`config.mk`:
```
export PLATFORM = sky130hd
export DESIGN_NAME = lrfs_stepper
export DESIGN_NICKNAME = d
export VERILOG_FILES = /design/src/line_raster_frame_store_assert.svh /design/src/lrfs_pkg.sv /design/src/lrfs_stepper.sv
export SDC_FILE = /design/constraint.sdc
export NUM_CORES = 1
export LEC_CHECK = 0
export BUFFER_PORTS_ARGS = -buffer_cell sky130_fd_sc_hd__buf_4
export CELL_PAD_IN_SITES_DETAIL_PLACEMENT = 0
export CELL_PAD_IN_SITES_GLOBAL_PLACEMENT = 1
export CORE_ASPECT_RATIO = 1.75
export CORE_MARGIN = 5
export CORE_UTILIZATION = 51
export DETAILED_ROUTE_END_ITERATION = 16
export GPL_TIMING_DRIVEN = 0
export PLACE_DENSITY = 0.92
export SYNTH_ARGS = -nofsm -noshare
export SYNTH_HDL_FRONTEND = slang
export SYNTH_SLANG_ARGS = --single-unit
```
`constraint.sdc`:
```
create_clock -name clk -period 15.1 [get_ports clk]
set_input_delay 1.51 -clock clk [delete_from_list [all_inputs] [get_ports clk]]
set_output_delay 1.51 -clock clk [all_outputs]
set_load 0.05 [all_outputs]
```
`src/line_raster_frame_store_assert.svh`:
```
// assertion macros for the line raster frame store
`ifndef LINE_RASTER_FRAME_STORE_ASSERT_SVH
`define LINE_RASTER_FRAME_STORE_ASSERT_SVH
`ifndef SYNTHESIS
`define LRFS_ASSERT_SAME(label, clk, rst_n, ante, cons) \
  label: assert property (@(posedge clk) disable iff (!rst_n) (ante) |-> (cons)) \
    else $error("frame store check failed");
`define LRFS_ASSERT_NEXT(label, clk, rst_n, ante, cons) \
  label: assert property (@(posedge clk) disable iff (!rst_n) (ante) |=> (cons)) \
    else $error("frame store check failed");
`else
`define LRFS_ASSERT_SAME(label, clk, rst_n, ante, cons)
`define LRFS_ASSERT_NEXT(label, clk, rst_n, ante, cons)
`endif
`endif

```
`src/lrfs_pkg.sv`:
```
// types and constants shared by the line raster frame store
package lrfs_pkg;

  localparam int X_W   = 10;
  localparam int Y_W   = 9;
  localparam int ERR_W = 13;

  localparam logic [7:0] BLANK_BYTE = 8'hFF;
  localparam logic [7:0] LEFT_BIT   = 8'h80;

  typedef logic [X_W-1:0] coord_x_t;
  typedef logic [Y_W-1:0] coord_y_t;
  typedef logic signed [ERR_W-1:0] err_t;

  typedef enum logic [1:0] {
    ACT_CLEAR = 2'd0,
    ACT_PLOT  = 2'd1,
    ACT_LINE  = 2'd2,
    ACT_READ  = 2'd3
  } action_t;

  typedef struct packed {
    action_t     action;
    coord_x_t    start_x;
    coord_y_t    start_y;
    coord_x_t    end_x;
    coord_y_t    end_y;
    logic [15:0] byte_index;
  } in_t;

  typedef struct packed {
    logic [7:0] panel_byte;
    logic       off_frame;
  } out_t;

  typedef struct packed {
    logic     load;
    logic     step;
    coord_x_t x0;
    coord_y_t y0;
    coord_x_t x1;
    coord_y_t y1;
  } step_ctrl_t;

  typedef struct packed {
    coord_x_t x;
    coord_y_t y;
    logic     at_end;
  } step_stat_t;

endpackage

```
`src/lrfs_stepper.sv`:
```
// bresenham stepper: holds the current pixel and error term, advances one pixel a step
module lrfs_stepper (
  input  logic                   clk,
  input  lrfs_pkg::step_ctrl_t   ctrl,
  output lrfs_pkg::step_stat_t   stat
);

  lrfs_pkg::coord_x_t x_r, x_nxt, x1_r, x1_nxt, dx_r, dx_nxt;
  lrfs_pkg::coord_y_t y_r, y_nxt, y1_r, y1_nxt, dy_r, dy_nxt;
  logic               sxn_r, sxn_nxt, syn_r, syn_nxt;
  lrfs_pkg::err_t     err_r, err_nxt;

  lrfs_pkg::coord_x_t dx_ld;
  lrfs_pkg::coord_y_t dy_ld;
  lrfs_pkg::err_t     dx_s, dy_s;
  logic               move_x, move_y;

  always_comb begin
    dx_ld = (ctrl.x1 > ctrl.x0) ? ctrl.x1 - ctrl.x0 : ctrl.x0 - ctrl.x1;
    dy_ld = (ctrl.y1 > ctrl.y0) ? ctrl.y1 - ctrl.y0 : ctrl.y0 - ctrl.y1;
    dx_s  = lrfs_pkg::err_t'({3'b000, dx_r});
    dy_s  = lrfs_pkg::err_t'({4'b0000, dy_r});
    move_x = err_r > -dx_s;
    move_y = err_r < dy_s;

    x_nxt   = x_r;
    y_nxt   = y_r;
    x1_nxt  = x1_r;
    y1_nxt  = y1_r;
    dx_nxt  = dx_r;
    dy_nxt  = dy_r;
    sxn_nxt = sxn_r;
    syn_nxt = syn_r;
    err_nxt = err_r;

    if (ctrl.load) begin
      x_nxt   = ctrl.x0;
      y_nxt   = ctrl.y0;
      x1_nxt  = ctrl.x1;
      y1_nxt  = ctrl.y1;
      dx_nxt  = dx_ld;
      dy_nxt  = dy_ld;
      sxn_nxt = !(ctrl.x0 < ctrl.x1);
      syn_nxt = !(ctrl.y0 < ctrl.y1);
      if (dx_ld > lrfs_pkg::coord_x_t'(dy_ld)) begin
        err_nxt = lrfs_pkg::err_t'({4'b0000, dx_ld[lrfs_pkg::X_W-1:1]});
      end else begin
        err_nxt = -lrfs_pkg::err_t'({5'b00000, dy_ld[lrfs_pkg::Y_W-1:1]});
      end
    end else if (ctrl.step) begin
      err_nxt = err_r - (move_x ? dy_s : '0) + (move_y ? dx_s : '0);
      if (move_x) begin
        x_nxt = sxn_r ? x_r - 1'b1 : x_r + 1'b1;
      end
      if (move_y) begin
        y_nxt = syn_r ? y_r - 1'b1 : y_r + 1'b1;
      end
    end
  end

  always_ff @(posedge clk) begin
    x_r   <= x_nxt;
    y_r   <= y_nxt;
    x1_r  <= x1_nxt;
    y1_r  <= y1_nxt;
    dx_r  <= dx_nxt;
    dy_r  <= dy_nxt;
    sxn_r <= sxn_nxt;
    syn_r <= syn_nxt;
    err_r <= err_nxt;
  end

  assign stat.x      = x_r;
  assign stat.y      = y_r;
  assign stat.at_end = (x_r == x1_r) && (y_r == y1_r);

endmodule

```
# Word level (Yosys, flattened, before mapping)
# Index checks and enable logic that the tools add are counted.
[totals] output_inout_bits=20 word_cells=53 in_bits=41 reg_bits=72
[op_classes] magnitude_cmp=7 eq_ne=2 muxes=15 add_sub_neg=12 reduce_logical=8
[op_table] cell="2-to-1 mux 10 bit" count=6
[op_table] cell="2-to-1 mux 9 bit" count=6
[op_table] cell="2-to-1 mux 13 bit" count=3
[op_table] cell="subtractor 10 bit" count=2
[op_table] cell="subtractor 9 bit" count=2
[op_table] cell="adder 13 x 10 -> 13 bit" count=1
[op_table] cell="> comparator 13 bit" count=1
[op_table] cell="< comparator 13 x 10 -> 1 bit" count=1
[op_table] cell="negator 10 -> 13 bit" count=1
[op_table] cell="negator 8 -> 13 bit" count=1
[op_table] cell="subtractor 13 x 9 -> 13 bit" count=1
[op_table] cell="adder 10 x 1 -> 10 bit (second input constant)" count=1
[op_table] cell="== test 10 bit" count=1
[op_table] cell="> comparator 10 bit" count=1
[op_table] cell="> comparator 10 x 9 -> 1 bit" count=1
[op_table] cell="< comparator 10 bit" count=1
[op_table] cell="subtractor 10 x 1 -> 10 bit (second input constant)" count=1
[op_table] cell="adder 9 x 1 -> 9 bit (second input constant)" count=1
[op_table] cell="== test 9 bit" count=1
[op_table] cell="> comparator 9 bit" count=1
[op_table] cell="< comparator 9 bit" count=1
[op_table] cell="subtractor 9 x 1 -> 9 bit (second input constant)" count=1
[op_table] cell="nonzero test 2 bit" count=3
[op_table] cell="AND reduction 2 bit" count=2
[op_table] cell="other kinds (2)" count=3

# Longest topological paths before layout
[logic_depth] word_depth=7 ltp_mapped=26 depth_no_buf=26

# Worst setup path before layout
# OpenSTA, ideal clock, no wires.
[synth_path] path_kind="input-to-reg" startpoint="in ctrl[9] in the netlist's numbering" endpoint="reg err_r[6] (data pin)" n_path_buf=1 setup_time_ns=0.261 arrival_time_ns=5.280 cell_stages=22 setup_slack_ns=9.559 t_required_ns=14.839 cell_sequence="inv_1 -> ha_1 -> inv_1 -> fa_1 -> a21o_2 -> a311o_1 -> o211ai_2 -> a211oi_4 -> buf_6 -> mux2i_1 -> a21oi_1 -> o21ai_0 -> xor2_1 -> ha_1 -> nand4_1 -> nor3_1 -> nor2_1 -> o31ai_1 -> nand2_1 -> a211oi_4 -> nor2_2 -> a221o_1"
[synth_between] elab_chain_cells=5 word_cells_on_any_way=7 cone_classes="2 x add/sub; 2 x order compare; 3 x mux"
[synth_lines] element="start, declared" line="lrfs_stepper.sv:4" rtl="input lrfs_pkg::step_ctrl_t ctrl,"
[synth_lines] element="subtractor 10 bit / > comparator 10 bit (equally long branches)" line="lrfs_stepper.sv:19" rtl="dx_ld = (ctrl.x1 > ctrl.x0) ? ctrl.x1 - ctrl.x0 : ctrl.x0 - ctrl.x1;"
[synth_lines] element="2-to-1 mux 10 bit *" line="lrfs_stepper.sv:19"
[synth_lines] element="net dx_ld[8]" line="lrfs_stepper.sv:13" rtl="lrfs_pkg::coord_x_t dx_ld;"
[synth_lines] element="> comparator 10 x 9 -> 1 bit *" line="lrfs_stepper.sv:45" rtl="if (dx_ld > lrfs_pkg::coord_x_t'(dy_ld)) begin"
[synth_lines] element="2-to-1 mux 13 bit *" line="lrfs_stepper.sv:45"
[synth_lines] element="2-to-1 mux 13 bit *" line="lrfs_stepper.sv:36" rtl="if (ctrl.load) begin"
[synth_lines] element="net err_nxt[6]" line="lrfs_stepper.sv:11" rtl="lrfs_pkg::err_t err_r, err_nxt;"
[synth_lines] element="end signal, assigned" line="lrfs_stepper.sv:70" rtl="err_r <= err_nxt;"
[synth_lines] element="end, declared" line="lrfs_stepper.sv:11"
# The timed path passes the listed nets; every way through them passes the cells marked *.
# A chain may end at the register's enable or synchronous reset.

# Worst setup path in the final report
[layout_path] startpoint="in ctrl[3] in the netlist's numbering" endpoint="reg err_r[5] (data pin)"
[layout_between] elab_chain_cells=5 word_cells_on_any_way=8 cone_classes="3 x add/sub; 2 x order compare; 3 x mux"
[layout_lines] element="subtractor 9 bit / > comparator 9 bit (equally long branches)" line="lrfs_stepper.sv:20" rtl="dy_ld = (ctrl.y1 > ctrl.y0) ? ctrl.y1 - ctrl.y0 : ctrl.y0 - ctrl.y1;"
[layout_lines] element="2-to-1 mux 9 bit *" line="lrfs_stepper.sv:20"
[layout_lines] element="net dy_ld[8]" line="lrfs_stepper.sv:14" rtl="lrfs_pkg::coord_y_t dy_ld;"
[layout_lines] element="> comparator 10 x 9 -> 1 bit *" line="lrfs_stepper.sv:45"
[layout_lines] element="2-to-1 mux 13 bit *" line="lrfs_stepper.sv:45"
[layout_lines] element="2-to-1 mux 13 bit *" line="lrfs_stepper.sv:36"
[layout_lines] element="net err_nxt[5]" line="lrfs_stepper.sv:11"
# Marked as above.

==> impl.org <==
** Run status
- Status :: complete, no violations

** Yosys
- Leading cell types by total area after synthesis :: edfxtp_1, ha_1, inv_1
- Cell type with the highest aggregate area in the netlist :: edfxtp_1
- After synthesis, the largest family of logic cells by area is adder cells.
- Number of unique standard cell types used by synthesis :: 71
- EDFF count, synth :: 72
- Flip-flop cell with the highest count after synthesis :: edfxtp_1
- For this run, the register share of the synthesized area comes to slightly below 30%.
- Summing the areas of all fa, ha and maj instances in the mapped netlist gives 20.7% of the synthesized area.
- Synthesized-area fraction occupied by xor and xnor cells :: 8.28%
- In this run the cell area of the synthesized design comes to roughly 0.0075 sq mm.
- Summing the areas of all and, or, nand and nor instances in the mapped netlist gives between 10% and 20% of the synthesized area.
- Summing the areas of all compound-gate instances in the mapped netlist gives 17.6% of the synthesized area.
- Averaged over all synthesized cells, the footprint is 9.09 sq um.
- The Yosys step of the flow raised 0 warnings.
- The top cell type by area accounts for 28.9% of the synthesized area.
- Multiplexer cells account for 4.58% of the synthesized area.
- Counting every net in the synthesized netlist gives just under 1,000.
- Synthesis inferred about 70 register bits.
- Of all flip-flops after synthesis, the portion carrying an async set or reset was 0%.
- Synthesis produced 824 cells.

** Clock tree
- Clock latency on the worst-skew pair :: 330 ps
- In this run the deepest clock path goes through 2 buffers.
- TritonCTS built the clock tree.
- Clk sink count :: 72
- Once the clock tree was built, the setup fixing pass inserted 0 buffers.
- Post-cts hold buffer count :: 0
- Buffers inserted during clock tree synthesis total 9.
- The H-tree was split into 3 levels.
- Cell chosen for the clock root :: clkbuf_16
- Clock-pin slew was measured on the worst setup and hold paths at 50 ps.
- Post-CTS repair changed the size of 0 cells.

** Power and ir drop
- Of the total power, the share spent switching nets is ~46%.
- IR analysis of the VDD net gives a maximum drop of 122 uV.
- In this run, flip-flops and latches consume between 20% and 30% of the power.
- Power per cell area :: 202 mW/mm^2
- Internal cell power :: ~930 uW
- The clock network is responsible for 14.0% of the overall power.
- P_leak :: 0.00399 uW
- The share of total power dissipated in combinational logic is 64.5%.
- The analysis attributes to net switching a power of about 790 uW.

** Detailed routing
- After detailed routing, the number of vias per cell comes to roughly 5.7.
- Count of nets left with antenna violations after detail routing :: 0
- In this run, the number of DRC markers left after iteration 0 of detailed routing was 219.
- Sum of routed wire length over all layers :: between 15 and 20 mm
- For this run, design rule violations remaining after detail routing come to 0.
- Via count of the routed design :: 6,117
- Iteration count of the initial detailed-routing pass :: 4
- Post-DR wirelength/cell :: approximately 18 microns

** Floorplanning
- Full die area :: about 0.017 sq mm
- Initial core utilization :: 51.9%
- Number of rows created at floorplan :: between 50 and 60
- Number of primary I/O pins :: 61
- In this run the horizontal extent of the chip is 102 microns.
- The die is 170 microns tall.
- CORE AREA :: 0.0144 sq mm

** Critical path
- Crit path arrival time :: 6250 ps
- Register-to-register setup slack :: between 9000 and 10,000 ps
- The worst register-to-register path begins at dx_r[0].
- Critical Path Sink Type :: flip-flop
- For the worst setup path, the data required time is 15,250 ps.
- Kind of critical path :: primary input to flip-flop
- Along the worst path, the maximum fanout reaches 10.
- Tracing the worst setup path back leads to its startpoint at ctrl[3].
- Worst reg2reg path endpoint :: err_r[12]
- Kind of launch point of the worst setup path :: primary input
- Worst r2r path cells :: 24
- End point of the critical path :: err_r[5]

** Global route
- The number of global-route vias before repair was 6,404.
- Global Route met1 Usage :: 22.4%
- Global routing usage on met3 :: about 2%
- Entering global routing, the biggest net connects 42 pins.
- The initial antenna violation count was 0.
- The layer flagged by global routing as most heavily used is met2.
- Overflow after GRT :: 0
- Global-route total usage across every layer :: between 20% and 30%
- Global-route wire length before repair :: 31.0 mm
- For met2 alone, demand over resource in global routing was 47.2%.

** Job
- Max Cap Viol :: 0

** Placed design
- Worst slack, placed :: 8680 ps
- Count of buffers from port buffering :: 60
- DPL Wire Length :: 15.9 mm
- Placed Instance Area :: 0.00818 sq mm
- At the end of routability-driven placement, the weighted congestion stood at 0.903.

** Timing
- Hold violation total from the final report :: 0
- In the post-route analysis, the smallest setup slack over all paths is between 8000 and 9000 ps.
- Across the routed clock network, the largest skew measured is between 7 and 8 ps.
- The final max-slew violation count was 0.
- Derived from the worst setup path, the maximum achievable clock frequency is 0.164 GHz.
- The smallest clock period supported by the final layout is computed as 6110 ps.
- Setup total negative slack on the finished layout was measured at 0 ps.
- Setup repair after global routing missed its margin :: false
- Slew at the pin closest to its max-slew limit :: 1010 ps
- Count of final setup violators :: 0
- Final worst-path cycle share :: approximately 40%
- Final hold analysis gives a worst-case slack of about 740 ps.
- Measured against its own limit, the worst slew margin works out to 32.9%.

** Finish
- Number of fill cells in the layout :: 1,288
- Top library cells by usage in the layout, fill and taps aside :: inv_1, ha_1, edfxtp_1
- # diodes :: 0
- Area growth, synth to finish :: 13.7%
- Total number of nets in the final design :: 1,052
- Of the cells placed in the final design, the portion with a size suffix greater than 1 is about an eighth.
- The library cell used most frequently in the layout, excluding fill and tap cells, is inv_1.
- With fillers left out, the area of the finished cells amounts to about 0.0085 sq mm.

** Hold path
- Worst min-delay path category :: flip-flop to flip-flop
- Worst hold start :: y_r[0]
kinds of logic (layout without fill, tap and decap cells):
family | after synthesis | in the layout
muxes | 32 | 32
AOI/OAI and AO/OA | 197 | 197
adders and majority gates | 115 | 115
buffers and inverters | 144 | 220
xor gates and xnor gates | 70 | 70
DFF | 72 | 72
and+or+nand+nor | 194 | 194
metal layers:
layer  vias to the layer above  part of all wire, %
met4                         0                  3.4
met3                        41                  1.8
met5                         -                    0
met1                      2934                   35
met2                       101                   59
li1                       3041                    -
area by class of cell:
cell class	count	area, sq um	share of cell area (%)
Timing Repair Buffer	61	458	5.38
Multi-Input combinational cell	608	4780	56.1
Tap cell	180	225	2.64
Clock inverter	6	108	1.26
Sequential cell	72	2160	25.4
Inverter	121	454	5.33
Buffer	23	103	1.20
Clock buffer	9	225	2.64
cells in the mapped netlist, drive strengths merged, types with 3 or more instances:
cell type and instances:
o21a 9, fa 15, a211o 4, nor2b 8, nor2 33, o31ai 4, a21o 22, a211oi 9
edfxtp 72, nand2b 7, a21oi 50, nor3 13, xnor2 28, or2 4, or3 3, a31oi 3
a221o 3, ha 100, buf 7, nand3 24, o21ai 49, clkbuf 16, o32ai 9, o22ai 5
and2 3, nand3b 4, mux2 15, mux2i 17, xor2 42, nand2 72, nor4 6, inv 121
nand4 10, o21bai 8
power groups by stage:
| stage | registers, uW | logic [uW] | clock network, uW |
|---|---|---|---|
| final | 370 | 1110 | 241 |
| after global routing | 378 | 1240 | 251 |
| after CTS | 370 | 1110 | 242 |
| after detailed placement | 373 | 1100 | 0 |
| after global placement | 372 | 1080 | 0 |
| after floorplan | 426 | 772 | 0 |
state kept, by name (all words and copies together), names as in the netlist, 9 cells and up:
name / flops
dy_r: 9
x_r: 10
x1_r: 10
err_r: 13
y_r: 9
dx_r: 10
y1_r: 9
worst min-delay path by stage:
stage | slack, ps | cells after the start | end
2_1_floorplan | 670 | 3 | err_r[0]
3_3_place_gp | 710 | 1 | y_r[0]
3_5_place_dp | 720 | 1 | y_r[0]
4_1_cts | 730 | 1 | y_r[0]
5_1_grt | 780 | 1 | x_r[0]
6_report | 740 | 1 | y_r[0]
worst max-delay path, cell delays in order:
cell	delay [ps]
buf_4	100
inv_1	50
ha_1	280
buf_2	190
and3_1	220
nand3_2	160
mux2_4	350
nand2_4	150
mux2i_1	280
mux2_2	380
nor3_2	250
inv_2	100
ha_1	350
nand4_1	120
nor3_1	260
nor2_1	80
o31ai_1	70
nand2_1	220
a211oi_4	560
nand2_1	240
o21ai_0	300
per-stage QoR:
stage,utilization [%],cells,total power [uW]
floorplan,-,824,1200
global placement,56.6,1064,1450
detailed placement,56.7,1065,1480
CTS,59.0,1080,1720
global route,59.0,1080,1870
finish,59.0,1080,1720
No activity file was read; power rests on OpenSTA's default activity.
